<file path="src/design/ksem_pkg.sv">
`default_nettype none
package ksem_pkg;

    localparam int NUM_ENTRIES      = 16;
    localparam int HANDLES_PER_PROC = 8;
    localparam int NUM_PROCS        = 8;
    localparam int OPEN_SLOTS       = NUM_PROCS * HANDLES_PER_PROC;

    localparam int ENTRY_W  = (NUM_ENTRIES > 1) ? $clog2(NUM_ENTRIES) : 1;
    localparam int HND_W    = (HANDLES_PER_PROC > 1) ? $clog2(HANDLES_PER_PROC) : 1;
    localparam int SLOT_W   = (OPEN_SLOTS > 1) ? $clog2(OPEN_SLOTS) : 1;

    localparam int FUNC_W   = 3;
    localparam int PID_W    = 3;
    localparam int KEY_W    = 16;
    localparam int COUNT_W  = 16;
    localparam int HIN_W    = 4;
    localparam int REFS_W   = 7;
    localparam int STATUS_W = 3;
    localparam int NH_W     = 3;
    localparam int WENT_W   = 4;

    localparam logic [FUNC_W-1:0] FN_CREATE = 3'd0;
    localparam logic [FUNC_W-1:0] FN_GET    = 3'd1;
    localparam logic [FUNC_W-1:0] FN_WAIT   = 3'd2;
    localparam logic [FUNC_W-1:0] FN_SIGNAL = 3'd3;
    localparam logic [FUNC_W-1:0] FN_CLOSE  = 3'd4;

    localparam logic [STATUS_W-1:0] ST_OK          = 3'd0;
    localparam logic [STATUS_W-1:0] ST_BAD_HANDLE  = 3'd1;
    localparam logic [STATUS_W-1:0] ST_NO_HANDLE   = 3'd2;
    localparam logic [STATUS_W-1:0] ST_KEY_EXISTS  = 3'd3;
    localparam logic [STATUS_W-1:0] ST_TABLE_FULL  = 3'd4;
    localparam logic [STATUS_W-1:0] ST_NOT_FOUND   = 3'd5;
    localparam logic [STATUS_W-1:0] ST_WOULD_BLOCK = 3'd6;

    localparam logic [REFS_W-1:0]  REFS_MAX  = 7'd127;
    localparam logic [COUNT_W-1:0] COUNT_MAX = '1;

    typedef struct packed {
        logic               load_req;
        logic               hchk;
        logic               scan_vld;
        logic [ENTRY_W-1:0] scan_idx;
        logic               decide;
        logic               exec;
        logic               out_load;
    } ksem_cmd_t;

    typedef struct packed {
        logic alloc_op;
        logic handle_op;
        logic hchk_fail;
        logic out_busy;
    } ksem_sts_t;

endpackage
`default_nettype wire

</file>
<file path="src/design/ksem_ctrl.sv">
`default_nettype none
module ksem_ctrl (
    input  logic                clk,
    input  logic                rst_n,
    input  logic                in_valid,
    output logic                in_ready,
    input  ksem_pkg::ksem_sts_t sts,
    output ksem_pkg::ksem_cmd_t cmd
);
    import ksem_pkg::*;

    typedef enum logic [2:0] {
        S_IDLE,
        S_HCHK,
        S_SCAN,
        S_DRAIN,
        S_DECIDE,
        S_OREAD,
        S_EXEC,
        S_RESULT
    } state_t;

    state_t             state_reg, state_next;
    logic [ENTRY_W-1:0] scan_idx_reg, scan_idx_next;

    always_comb
    begin
        state_next    = state_reg;
        scan_idx_next = scan_idx_reg;
        cmd           = '0;
        in_ready      = 1'b0;
        unique case (state_reg)
            S_IDLE:
            begin
                in_ready = 1'b1;
                if (in_valid)
                begin
                    cmd.load_req = 1'b1;
                    state_next   = S_HCHK;
                end
            end
            S_HCHK:
            begin
                cmd.hchk = 1'b1;
                priority if (sts.hchk_fail || !(sts.alloc_op || sts.handle_op))
                    state_next = S_RESULT;
                else if (sts.alloc_op)
                begin
                    scan_idx_next = '0;
                    state_next    = S_SCAN;
                end
                else
                    state_next = S_OREAD;
            end
            S_SCAN:
            begin
                cmd.scan_vld = 1'b1;
                cmd.scan_idx = scan_idx_reg;
                if (scan_idx_reg == ENTRY_W'(NUM_ENTRIES - 1))
                    state_next = S_DRAIN;
                else
                    scan_idx_next = scan_idx_reg + 1'b1;
            end
            S_DRAIN:  state_next = S_DECIDE;
            S_DECIDE:
            begin
                cmd.decide = 1'b1;
                state_next = S_RESULT;
            end
            S_OREAD:  state_next = S_EXEC;
            S_EXEC:
            begin
                cmd.exec   = 1'b1;
                state_next = S_RESULT;
            end
            S_RESULT:
            begin
                if (!sts.out_busy)
                begin
                    cmd.out_load = 1'b1;
                    state_next   = S_IDLE;
                end
            end
            default:  state_next = S_IDLE;
        endcase
    end

    always_ff @(posedge clk or negedge rst_n)
    begin
        if (!rst_n)
        begin
            state_reg    <= S_IDLE;
            scan_idx_reg <= '0;
        end
        else
        begin
            state_reg    <= state_next;
            scan_idx_reg <= scan_idx_next;
        end
    end

endmodule
`default_nettype wire

</file>
<file path="src/design/ksem_dp.sv">
`default_nettype none
module ksem_dp (
    input  logic                           clk,
    input  logic                           rst_n,
    input  ksem_pkg::ksem_cmd_t            cmd,
    output ksem_pkg::ksem_sts_t            sts,
    input  logic [ksem_pkg::FUNC_W-1:0]    func,
    input  logic [ksem_pkg::PID_W-1:0]     proc_id,
    input  logic [ksem_pkg::KEY_W-1:0]     sem_key,
    input  logic [ksem_pkg::COUNT_W-1:0]   init_count,
    input  logic [ksem_pkg::HIN_W-1:0]     handle,
    input  logic                           out_ready,
    output logic                           out_valid,
    output logic [ksem_pkg::STATUS_W-1:0]  status,
    output logic [ksem_pkg::NH_W-1:0]      new_handle,
    output logic                           wake,
    output logic [ksem_pkg::WENT_W-1:0]    wake_entry
);
    import ksem_pkg::*;

    typedef struct packed {
        logic [KEY_W-1:0]   key;
        logic [COUNT_W-1:0] count;
        logic [REFS_W-1:0]  refs;
    } ent_word_t;

    // request beat
    logic [FUNC_W-1:0]  func_reg;
    logic [PID_W-1:0]   pid_reg;
    logic [KEY_W-1:0]   key_reg;
    logic [COUNT_W-1:0] init_reg;
    logic [HIN_W-1:0]   hin_reg;

    logic [NUM_ENTRIES-1:0] used_reg;
    logic [OPEN_SLOTS-1:0]  open_valid_reg;

    ent_word_t          ent_mem [NUM_ENTRIES];
    ent_word_t          ent_rdata_reg;
    logic [ENTRY_W-1:0] oe_mem [OPEN_SLOTS];
    logic [ENTRY_W-1:0] oe_rdata_reg;

    logic               pv_reg;
    logic [ENTRY_W-1:0] pidx_reg;
    logic               found_reg;
    logic [ENTRY_W-1:0] found_idx_reg;
    ent_word_t          found_word_reg;
    logic               free_found_reg;
    logic [ENTRY_W-1:0] free_idx_reg;
    logic [HND_W-1:0]   hfree_idx_reg;

    logic [STATUS_W-1:0] res_status_reg;
    logic [NH_W-1:0]     res_nh_reg;
    logic                res_wake_reg;
    logic [WENT_W-1:0]   res_went_reg;

    logic                out_valid_reg;
    logic [STATUS_W-1:0] out_status_reg;
    logic [NH_W-1:0]     out_nh_reg;
    logic                out_wake_reg;
    logic [WENT_W-1:0]   out_went_reg;

    logic                        pid_ok;
    logic [SLOT_W-1:0]           base;
    logic [HANDLES_PER_PROC-1:0] hvec;
    logic                        hfree_any;
    logic [HND_W-1:0]            hfree_idx;
    logic [SLOT_W-1:0]           hslot;
    logic [SLOT_W-1:0]           alloc_slot;
    logic                        hnd_ok;
    logic                        alloc_op;
    logic                        handle_op;
    logic [ENTRY_W-1:0]          ent_raddr;
    logic                        hit;

    logic                ent_we;
    logic [ENTRY_W-1:0]  ent_waddr;
    ent_word_t           ent_wdata;
    logic                used_we;
    logic                used_val;
    logic                ov_we;
    logic [SLOT_W-1:0]   ov_slot;
    logic                ov_val;
    logic                oe_we;
    logic                grant;
    logic [REFS_W-1:0]   refs_dec;
    logic                res_ld;
    logic [STATUS_W-1:0] st_n;
    logic [NH_W-1:0]     nh_n;
    logic                wk_n;
    logic [WENT_W-1:0]   went_n;

    assign pid_ok     = int'(pid_reg) < NUM_PROCS;
    assign base       = SLOT_W'(pid_reg) * SLOT_W'(HANDLES_PER_PROC);
    assign hvec       = pid_ok ? open_valid_reg[base +: HANDLES_PER_PROC] : '1;
    assign hslot      = base + SLOT_W'(hin_reg);
    assign alloc_slot = base + SLOT_W'(hfree_idx_reg);
    assign hnd_ok     = pid_ok && (int'(hin_reg) < HANDLES_PER_PROC)
                        && open_valid_reg[hslot];
    assign alloc_op   = (func_reg == FN_CREATE) || (func_reg == FN_GET);
    assign handle_op  = (func_reg == FN_WAIT) || (func_reg == FN_SIGNAL)
                        || (func_reg == FN_CLOSE);
    assign ent_raddr  = cmd.scan_vld ? cmd.scan_idx : oe_rdata_reg;
    assign hit        = pv_reg && used_reg[pidx_reg] && (ent_rdata_reg.key == key_reg);

    always_comb
    begin
        hfree_any = 1'b0;
        hfree_idx = '0;
        for (int h = HANDLES_PER_PROC - 1; h >= 0; h--)
        begin
            if (!hvec[h])
            begin
                hfree_any = 1'b1;
                hfree_idx = HND_W'(h);
            end
        end
    end

    assign sts.alloc_op  = alloc_op;
    assign sts.handle_op = handle_op;
    assign sts.hchk_fail = alloc_op ? !hfree_any : (handle_op && !hnd_ok);
    assign sts.out_busy  = out_valid_reg && !out_ready;

    always_comb
    begin
        ent_we    = 1'b0;
        ent_waddr = oe_rdata_reg;
        ent_wdata = ent_rdata_reg;
        used_we   = 1'b0;
        used_val  = 1'b0;
        ov_we     = 1'b0;
        ov_slot   = hslot;
        ov_val    = 1'b0;
        oe_we     = 1'b0;
        grant     = 1'b0;
        refs_dec  = ent_rdata_reg.refs;
        res_ld    = 1'b0;
        st_n      = ST_OK;
        nh_n      = '0;
        wk_n      = 1'b0;
        went_n    = '0;

        if (cmd.hchk)
        begin
            res_ld = 1'b1;
            if (sts.hchk_fail)
                st_n = alloc_op ? ST_NO_HANDLE : ST_BAD_HANDLE;
        end

        if (cmd.decide)
        begin
            res_ld = 1'b1;
            if (func_reg == FN_CREATE)
            begin
                priority if (found_reg)
                    st_n = ST_KEY_EXISTS;
                else if (!free_found_reg)
                    st_n = ST_TABLE_FULL;
                else
                begin
                    ent_we    = 1'b1;
                    ent_waddr = free_idx_reg;
                    ent_wdata = '{key: key_reg, count: init_reg, refs: REFS_W'(1)};
                    used_we   = 1'b1;
                    used_val  = 1'b1;
                    grant     = 1'b1;
                end
            end
            else
            begin
                priority if (!found_reg)
                    st_n = ST_NOT_FOUND;
                else if (found_word_reg.refs >= REFS_MAX)
                    st_n = ST_TABLE_FULL;
                else
                begin
                    ent_we         = 1'b1;
                    ent_waddr      = found_idx_reg;
                    ent_wdata      = found_word_reg;
                    ent_wdata.refs = found_word_reg.refs + 1'b1;
                    grant          = 1'b1;
                end
            end
            if (grant)
            begin
                ov_we   = 1'b1;
                ov_slot = alloc_slot;
                ov_val  = 1'b1;
                oe_we   = 1'b1;
                nh_n    = NH_W'(hfree_idx_reg);
            end
        end

        if (cmd.exec)
        begin
            res_ld = 1'b1;
            if (int'(oe_rdata_reg) >= NUM_ENTRIES)
                st_n = ST_BAD_HANDLE;
            else
            begin
                unique case (func_reg)
                    FN_WAIT:
                    begin
                        if (ent_rdata_reg.count == '0)
                            st_n = ST_WOULD_BLOCK;
                        else
                        begin
                            ent_we          = 1'b1;
                            ent_wdata.count = ent_rdata_reg.count - 1'b1;
                        end
                    end
                    FN_SIGNAL:
                    begin
                        if (ent_rdata_reg.count != COUNT_MAX)
                        begin
                            ent_we          = 1'b1;
                            ent_wdata.count = ent_rdata_reg.count + 1'b1;
                            if (ent_rdata_reg.count == '0)
                            begin
                                wk_n   = 1'b1;
                                went_n = WENT_W'(oe_rdata_reg);
                            end
                        end
                    end
                    FN_CLOSE:
                    begin
                        ov_we = 1'b1;
                        if (ent_rdata_reg.refs != '0)
                            refs_dec = ent_rdata_reg.refs - 1'b1;
                        ent_we         = 1'b1;
                        ent_wdata.refs = refs_dec;
                        if (refs_dec == '0)
                        begin
                            ent_wdata.count = '0;
                            used_we         = 1'b1;
                        end
                    end
                    default: ;
                endcase
            end
        end
    end

    always_ff @(posedge clk or negedge rst_n)
    begin
        if (!rst_n)
        begin
            used_reg       <= '0;
            open_valid_reg <= '0;
            pv_reg         <= 1'b0;
            found_reg      <= 1'b0;
            free_found_reg <= 1'b0;
            out_valid_reg  <= 1'b0;
        end
        else
        begin
            pv_reg <= cmd.scan_vld;
            if (used_we)
                used_reg[ent_waddr] <= used_val;
            if (ov_we)
                open_valid_reg[ov_slot] <= ov_val;
            if (cmd.hchk)
            begin
                found_reg      <= 1'b0;
                free_found_reg <= 1'b0;
            end
            else if (pv_reg)
            begin
                if (hit && !found_reg)
                    found_reg <= 1'b1;
                if (!used_reg[pidx_reg] && !free_found_reg)
                    free_found_reg <= 1'b1;
            end
            if (cmd.out_load)
                out_valid_reg <= 1'b1;
            else if (out_ready)
                out_valid_reg <= 1'b0;
        end
    end

    always_ff @(posedge clk)
    begin
        if (cmd.load_req)
        begin
            func_reg <= func;
            pid_reg  <= proc_id;
            key_reg  <= sem_key;
            init_reg <= init_count;
            hin_reg  <= handle;
        end
        if (cmd.hchk)
            hfree_idx_reg <= hfree_idx;

        pidx_reg      <= cmd.scan_idx;
        ent_rdata_reg <= ent_mem[ent_raddr];
        if (ent_we)
            ent_mem[ent_waddr] <= ent_wdata;

        oe_rdata_reg <= oe_mem[hslot];
        if (oe_we)
            oe_mem[alloc_slot] <= ent_waddr;

        if (pv_reg && !cmd.hchk)
        begin
            if (hit && !found_reg)
            begin
                found_idx_reg  <= pidx_reg;
                found_word_reg <= ent_rdata_reg;
            end
            if (!used_reg[pidx_reg] && !free_found_reg)
                free_idx_reg <= pidx_reg;
        end

        if (res_ld)
        begin
            res_status_reg <= st_n;
            res_nh_reg     <= nh_n;
            res_wake_reg   <= wk_n;
            res_went_reg   <= went_n;
        end

        if (cmd.out_load)
        begin
            out_status_reg <= res_status_reg;
            out_nh_reg     <= res_nh_reg;
            out_wake_reg   <= res_wake_reg;
            out_went_reg   <= res_went_reg;
        end
    end

    assign out_valid  = out_valid_reg;
    assign status     = out_status_reg;
    assign new_handle = out_nh_reg;
    assign wake       = out_wake_reg;
    assign wake_entry = out_went_reg;

endmodule
`default_nettype wire

</file>
<file path="src/design/keyed_semaphore_table_core.sv">
// Keyed semaphore table: a global table of counting semaphores with a handle
// table per process. One request beat (func, proc_id, sem_key, init_count,
// handle) on the in channel gives one result beat (status, new_handle, wake,
// wake_entry) on the out channel; both channels are valid/ready.
// Requests are handled one at a time. in_ready is high only while idle.
// Steps from request beat to out_valid:
//   create, get         key and free-entry scan of every entry through the
//                       entry RAM read port, then the decision
//   wait, signal, close handle RAM read, entry RAM read, update
//   unknown func or failed handle check  straight to the result
// Results go through an output register: if the receiver stalls, the block
// holds the finished result there; the next request is still taken, but its
// result waits in the result state until the output register is free.
// Reset clears all entry-used and handle-open flags and the output valid;
// no clearing pass is needed, the block is ready right after reset.
`default_nettype none
module keyed_semaphore_table_core (
    input  logic                           clk,
    input  logic                           rst_n,
    input  logic                           in_valid,
    output logic                           in_ready,
    input  logic [ksem_pkg::FUNC_W-1:0]    func,
    input  logic [ksem_pkg::PID_W-1:0]     proc_id,
    input  logic [ksem_pkg::KEY_W-1:0]     sem_key,
    input  logic [ksem_pkg::COUNT_W-1:0]   init_count,
    input  logic [ksem_pkg::HIN_W-1:0]     handle,
    output logic                           out_valid,
    input  logic                           out_ready,
    output logic [ksem_pkg::STATUS_W-1:0]  status,
    output logic [ksem_pkg::NH_W-1:0]      new_handle,
    output logic                           wake,
    output logic [ksem_pkg::WENT_W-1:0]    wake_entry
);
    import ksem_pkg::*;

    ksem_cmd_t cmd;
    ksem_sts_t sts;

    ksem_ctrl u_ctrl (
        .clk      (clk),
        .rst_n    (rst_n),
        .in_valid (in_valid),
        .in_ready (in_ready),
        .sts      (sts),
        .cmd      (cmd)
    );

    ksem_dp u_dp (
        .clk        (clk),
        .rst_n      (rst_n),
        .cmd        (cmd),
        .sts        (sts),
        .func       (func),
        .proc_id    (proc_id),
        .sem_key    (sem_key),
        .init_count (init_count),
        .handle     (handle),
        .out_ready  (out_ready),
        .out_valid  (out_valid),
        .status     (status),
        .new_handle (new_handle),
        .wake       (wake),
        .wake_entry (wake_entry)
    );

`ifndef SYNTHESIS
    a_accept_leaves_idle: assert property (@(posedge clk) disable iff (!rst_n)
        (in_valid && in_ready) |=> !in_ready)
        else $error("request beat taken but controller stayed idle");

    a_result_after_work: assert property (@(posedge clk) disable iff (!rst_n)
        $rose(out_valid) |-> !$past(in_ready))
        else $error("result beat appeared without a request in flight");

    a_status_code: assert property (@(posedge clk) disable iff (!rst_n)
        out_valid |-> (status <= ST_WOULD_BLOCK))
        else $error("status code out of range");

    a_wake_ok: assert property (@(posedge clk) disable iff (!rst_n)
        (out_valid && wake) |-> (status == ST_OK))
        else $error("wake reported on a failed request");

    a_handle_ok: assert property (@(posedge clk) disable iff (!rst_n)
        (out_valid && (new_handle != '0)) |-> (status == ST_OK) && !wake)
        else $error("handle granted on a failed request");
`endif

endmodule
`default_nettype wire
</file>
<file path="config.mk">
export PLATFORM = sky130hd
export DESIGN_NAME = keyed_semaphore_table_core
export DESIGN_NICKNAME = d
export VERILOG_FILES = /design/src/design/ksem_pkg.sv /design/src/design/ksem_ctrl.sv /design/src/design/ksem_dp.sv /design/src/design/keyed_semaphore_table_core.sv
export SDC_FILE = /design/constraint.sdc
export NUM_CORES = 2
export LEC_CHECK = 0
export BUFFER_PORTS_ARGS = -buffer_cell sky130_fd_sc_hd__buf_2
export CAP_MARGIN = 10
export CORE_MARGIN = 2
export CORE_UTILIZATION = 50
export DETAILED_ROUTE_END_ITERATION = 10
export GPL_TIMING_DRIVEN = 1
export MAX_ROUTING_LAYER = met4
export PLACE_DENSITY = 0.66
export SKIP_CTS_REPAIR_TIMING = 1
export SLEW_MARGIN = 20
export SYNTH_ARGS = -nofsm -noshare
export SYNTH_HDL_FRONTEND = slang
export SYNTH_SLANG_ARGS = --single-unit
</file>
<file path="constraint.sdc">
create_clock -name clk -period 17.15 [get_ports clk]
set_input_delay 1.715 -clock clk [delete_from_list [all_inputs] [get_ports clk]]
set_output_delay 1.715 -clock clk [all_outputs]
set_load 0.03 [all_outputs]
</file>
==> results by group <==
Min path
  – Hold Crit Class: reg -> reg
  – Worst Hold Depth: 0
  – Worst hold path endpoint: u_dp.status[0]
  – Hold path startpoint: u_dp.res_status_reg[0]

Detailed routing
  – WL final: 111000 um
  – Post-route DRC violation count: 0
  – Post-DRT Antenna Nets: 0
  – Initial DRC Count: 3022
  – WL/cell: about 28 um
  – Vias per inst: ~6.4
  – DRT Pass-1 Iters: 8
  – Via Count: ~26k

Timing
  – Final Hold Fails: 0
  – Worst-Margin Slew: 1140 ps
  – RSZ-0062 raised after global routing: no
  – Final Skew: 59.6 ps
  – Sum of negative setup slack: 0 ps
  – Max Slew Vio Count: 0
  – Fmax: 0.219 GHz
  – Finish-stage setup viols: 0
  – Slew headroom: 0.237
  – Final Cycle Share: 0.266
  – Fin crit period: 4560 ps

Cells and area
  – Final Instance Area: 0.0520 sq mm
  – Nets@finish: approximately 2.8k
  – Filler Cell Count: 6819
  – Layout cells sized above 1: 0.234
  – Largest register FFs: 624
  – Multi-input gate area: approximately 0.013 sq mm
  – FF/Latch Area: 0.0331 sq mm
  – Synth-to-layout area growth: 12.6%

Clock network
  – CTS root buf: clkbuf_16
  – Clk slew on worst S/H paths: approximately 60 ps
  – CTS tree: yes
  – Clk_lat worst skew: 720 ps
  – Clock tree buffer depth: 3
  – Clock sinks: 1132
  – H-Tree Depth: 3
  – CTS buffer count: 112

Die
  – Initial Util: 0.504
  – Core ar.: 0.0915 sq mm
  – Rows: 111
  – Die area: 0.0948 sq mm
  – Ports: 59
  – Die H: 308 um
  – Chip width: around 310 um

Placement
  – Post-detail-place hpwl: 63600 um
  – Gpl congestion: 0.921
  – DP Area: 0.0480 sq mm
  – Count of input and output buffers: 58

Logic synthesis
  – Ys Warns: 0
  – Top cell type's share of synthesized area: 0.647
  – Synth Register Bits: about 1.1k
  – Synthesized Nets: 2704
  – Ys flop type: edfxtp_1
  – Post-synth EDFFs: 994
  – Post-synthesis sequential area ratio: 0.716
  – Avg Cell Area, Syn: 17.4 sq um
  – Leading area contributor after synthesis: edfxtp_1
  – Synth top cells by count: edfxtp_1, mux4_2, nor2_1, nand2_1, clkbuf_1
  – Area contributors post-synth: edfxtp_1, mux4_2, dfrtp_1
  – FFs w/ async S/R, synth: 0.0804
  – Post-Syn Instances: roughly 2.7k
  – Synth Cell Area: 0.0462 sq mm
  – Most common cell in the netlist: edfxtp_1
  – Synth cell types: 82

Setup path
  – FF-to-FF path depth: 10
  – Critical Path RT: 17480 ps
  – Setup crit end kind: register
  – Reg2reg setup slack: 12590 ps
  – Critical Path Start Type: register
  – FF-to-FF End: u_dp.ent_mem[12][30]
  – Setup Crit Path Kind: reg -> reg
  – CP Max Fanout: 67
  – Reg-to-reg startpoint: u_dp.func_reg[0]
  – Worst EP arrival: 4890 ps

Pwr
  – Leakage: ~17 nW
  – Max VDD drop: about 170 uV
  – PD cells: 154 mW/mm^2
  – Overall Power: 0.00799 W

Global routing
  – Global-route wire length before repair: 164000 um
  – Gr usage total: 0.242
  – Antenna violations before repair: 4
  – Grt total ovfl: 0
  – Pin count of the biggest net entering global routing: around 160
  – Vias in the first global route: roughly 25k

Outcome
  – Status: finished clean

Flow run
  – Max-Cap Viols: 0
==> metrics by stage <==
stage / hold slack [ps] / utilization / setup slack, ps / instances
after floorplan: 400 / - / 9920 / 2650
after global placement: 405 / 0.524 / 12630 / 3794
after detailed placement: 406 / 0.524 / 12540 / 3794
after CTS: 392 / 0.567 / 12560 / 4006
after global routing: 407 / 0.568 / 12230 / 4009
final: 394 / 0.568 / 12590 / 4010
==> layer usage <==
layer / up-vias / share of wire / global-route usage
li1: 10900 / - / -
met1: 13400 / 0.42 / 0.331
met2: 1092 / 0.49 / 0.383
met3: 198 / 0.073 / 0.0370
met4: 0 / 0.024 / 0.0658
met5: - / 0 / -
==> area by class of cell <==
type	count	area share
Multi-Input combinational cell	1324	0.242
Inverter	22	0.00159
Sequential cell	1132	0.636
Antenna cell	3	0.000144
Clock buffer	150	0.0590
Clock inverter	62	0.0160
Tap cell	1186	0.0286
Timing Repair Buffer	131	0.0167
==> layout by cell type, fill, tap and decap left out, types with 55 or more instances in the layout <==
cell type    n
nand2_1    133
clkbuf_16  113
buf_2       57
o31ai_1     55
edfxtp_1   994
nor2_1     146
buf_4       70
o21ai_0     92
dfrtp_1     91
mux4_2     266
==> kinds of logic (layout without fill, tap and decap cells) <==
kind of cell	count (synthesis)	count (layout)	synth area share
simple gates	531	531	0.0557
flops	1132	1132	0.716
xor+xnor	26	26	0.00493
other cells	0	3	0
buf+inv	194	365	0.0174
mux	306	306	0.139
compound gates	453	453	0.0642
fa+ha+maj	8	8	0.00217
==> critical path, stage by stage, from the launching register on <==
cell and delay (ps):
edfxtp_1 590, o31ai_1 360, a311o_1 530, buf_4 350, o22ai_1 110, a21o_1 220
inv_1 80, buf_4 560, nand2_1 350, nor4_2 330, buf_4 680
==> worst max path at each step <==
stage,from,end,slack (ps),cells after the start
floorplan,u_dp.found_word_reg[0],u_dp.ent_mem[12][0],9920,8
global placement,u_dp.func_reg[0],u_dp.ent_mem[14][35],12630,9
detailed placement,u_dp.func_reg[0],u_dp.ent_mem[9][36],12540,9
CTS,u_dp.func_reg[0],u_dp.ent_mem[1][20],12560,9
global route,u_dp.func_reg[0],u_dp.ent_mem[14][33],12230,9
finish,u_dp.func_reg[0],u_dp.ent_mem[12][30],12590,10
==> power by group <==
group          switching, W  leakage, nW  internal, W
sequential         0.000180         10.6      0.00349
clock               0.00105         1.87      0.00149
combinational       0.00111         4.28     0.000669
total               0.00234         16.8      0.00565
Power figures use the tool's default switching activity.
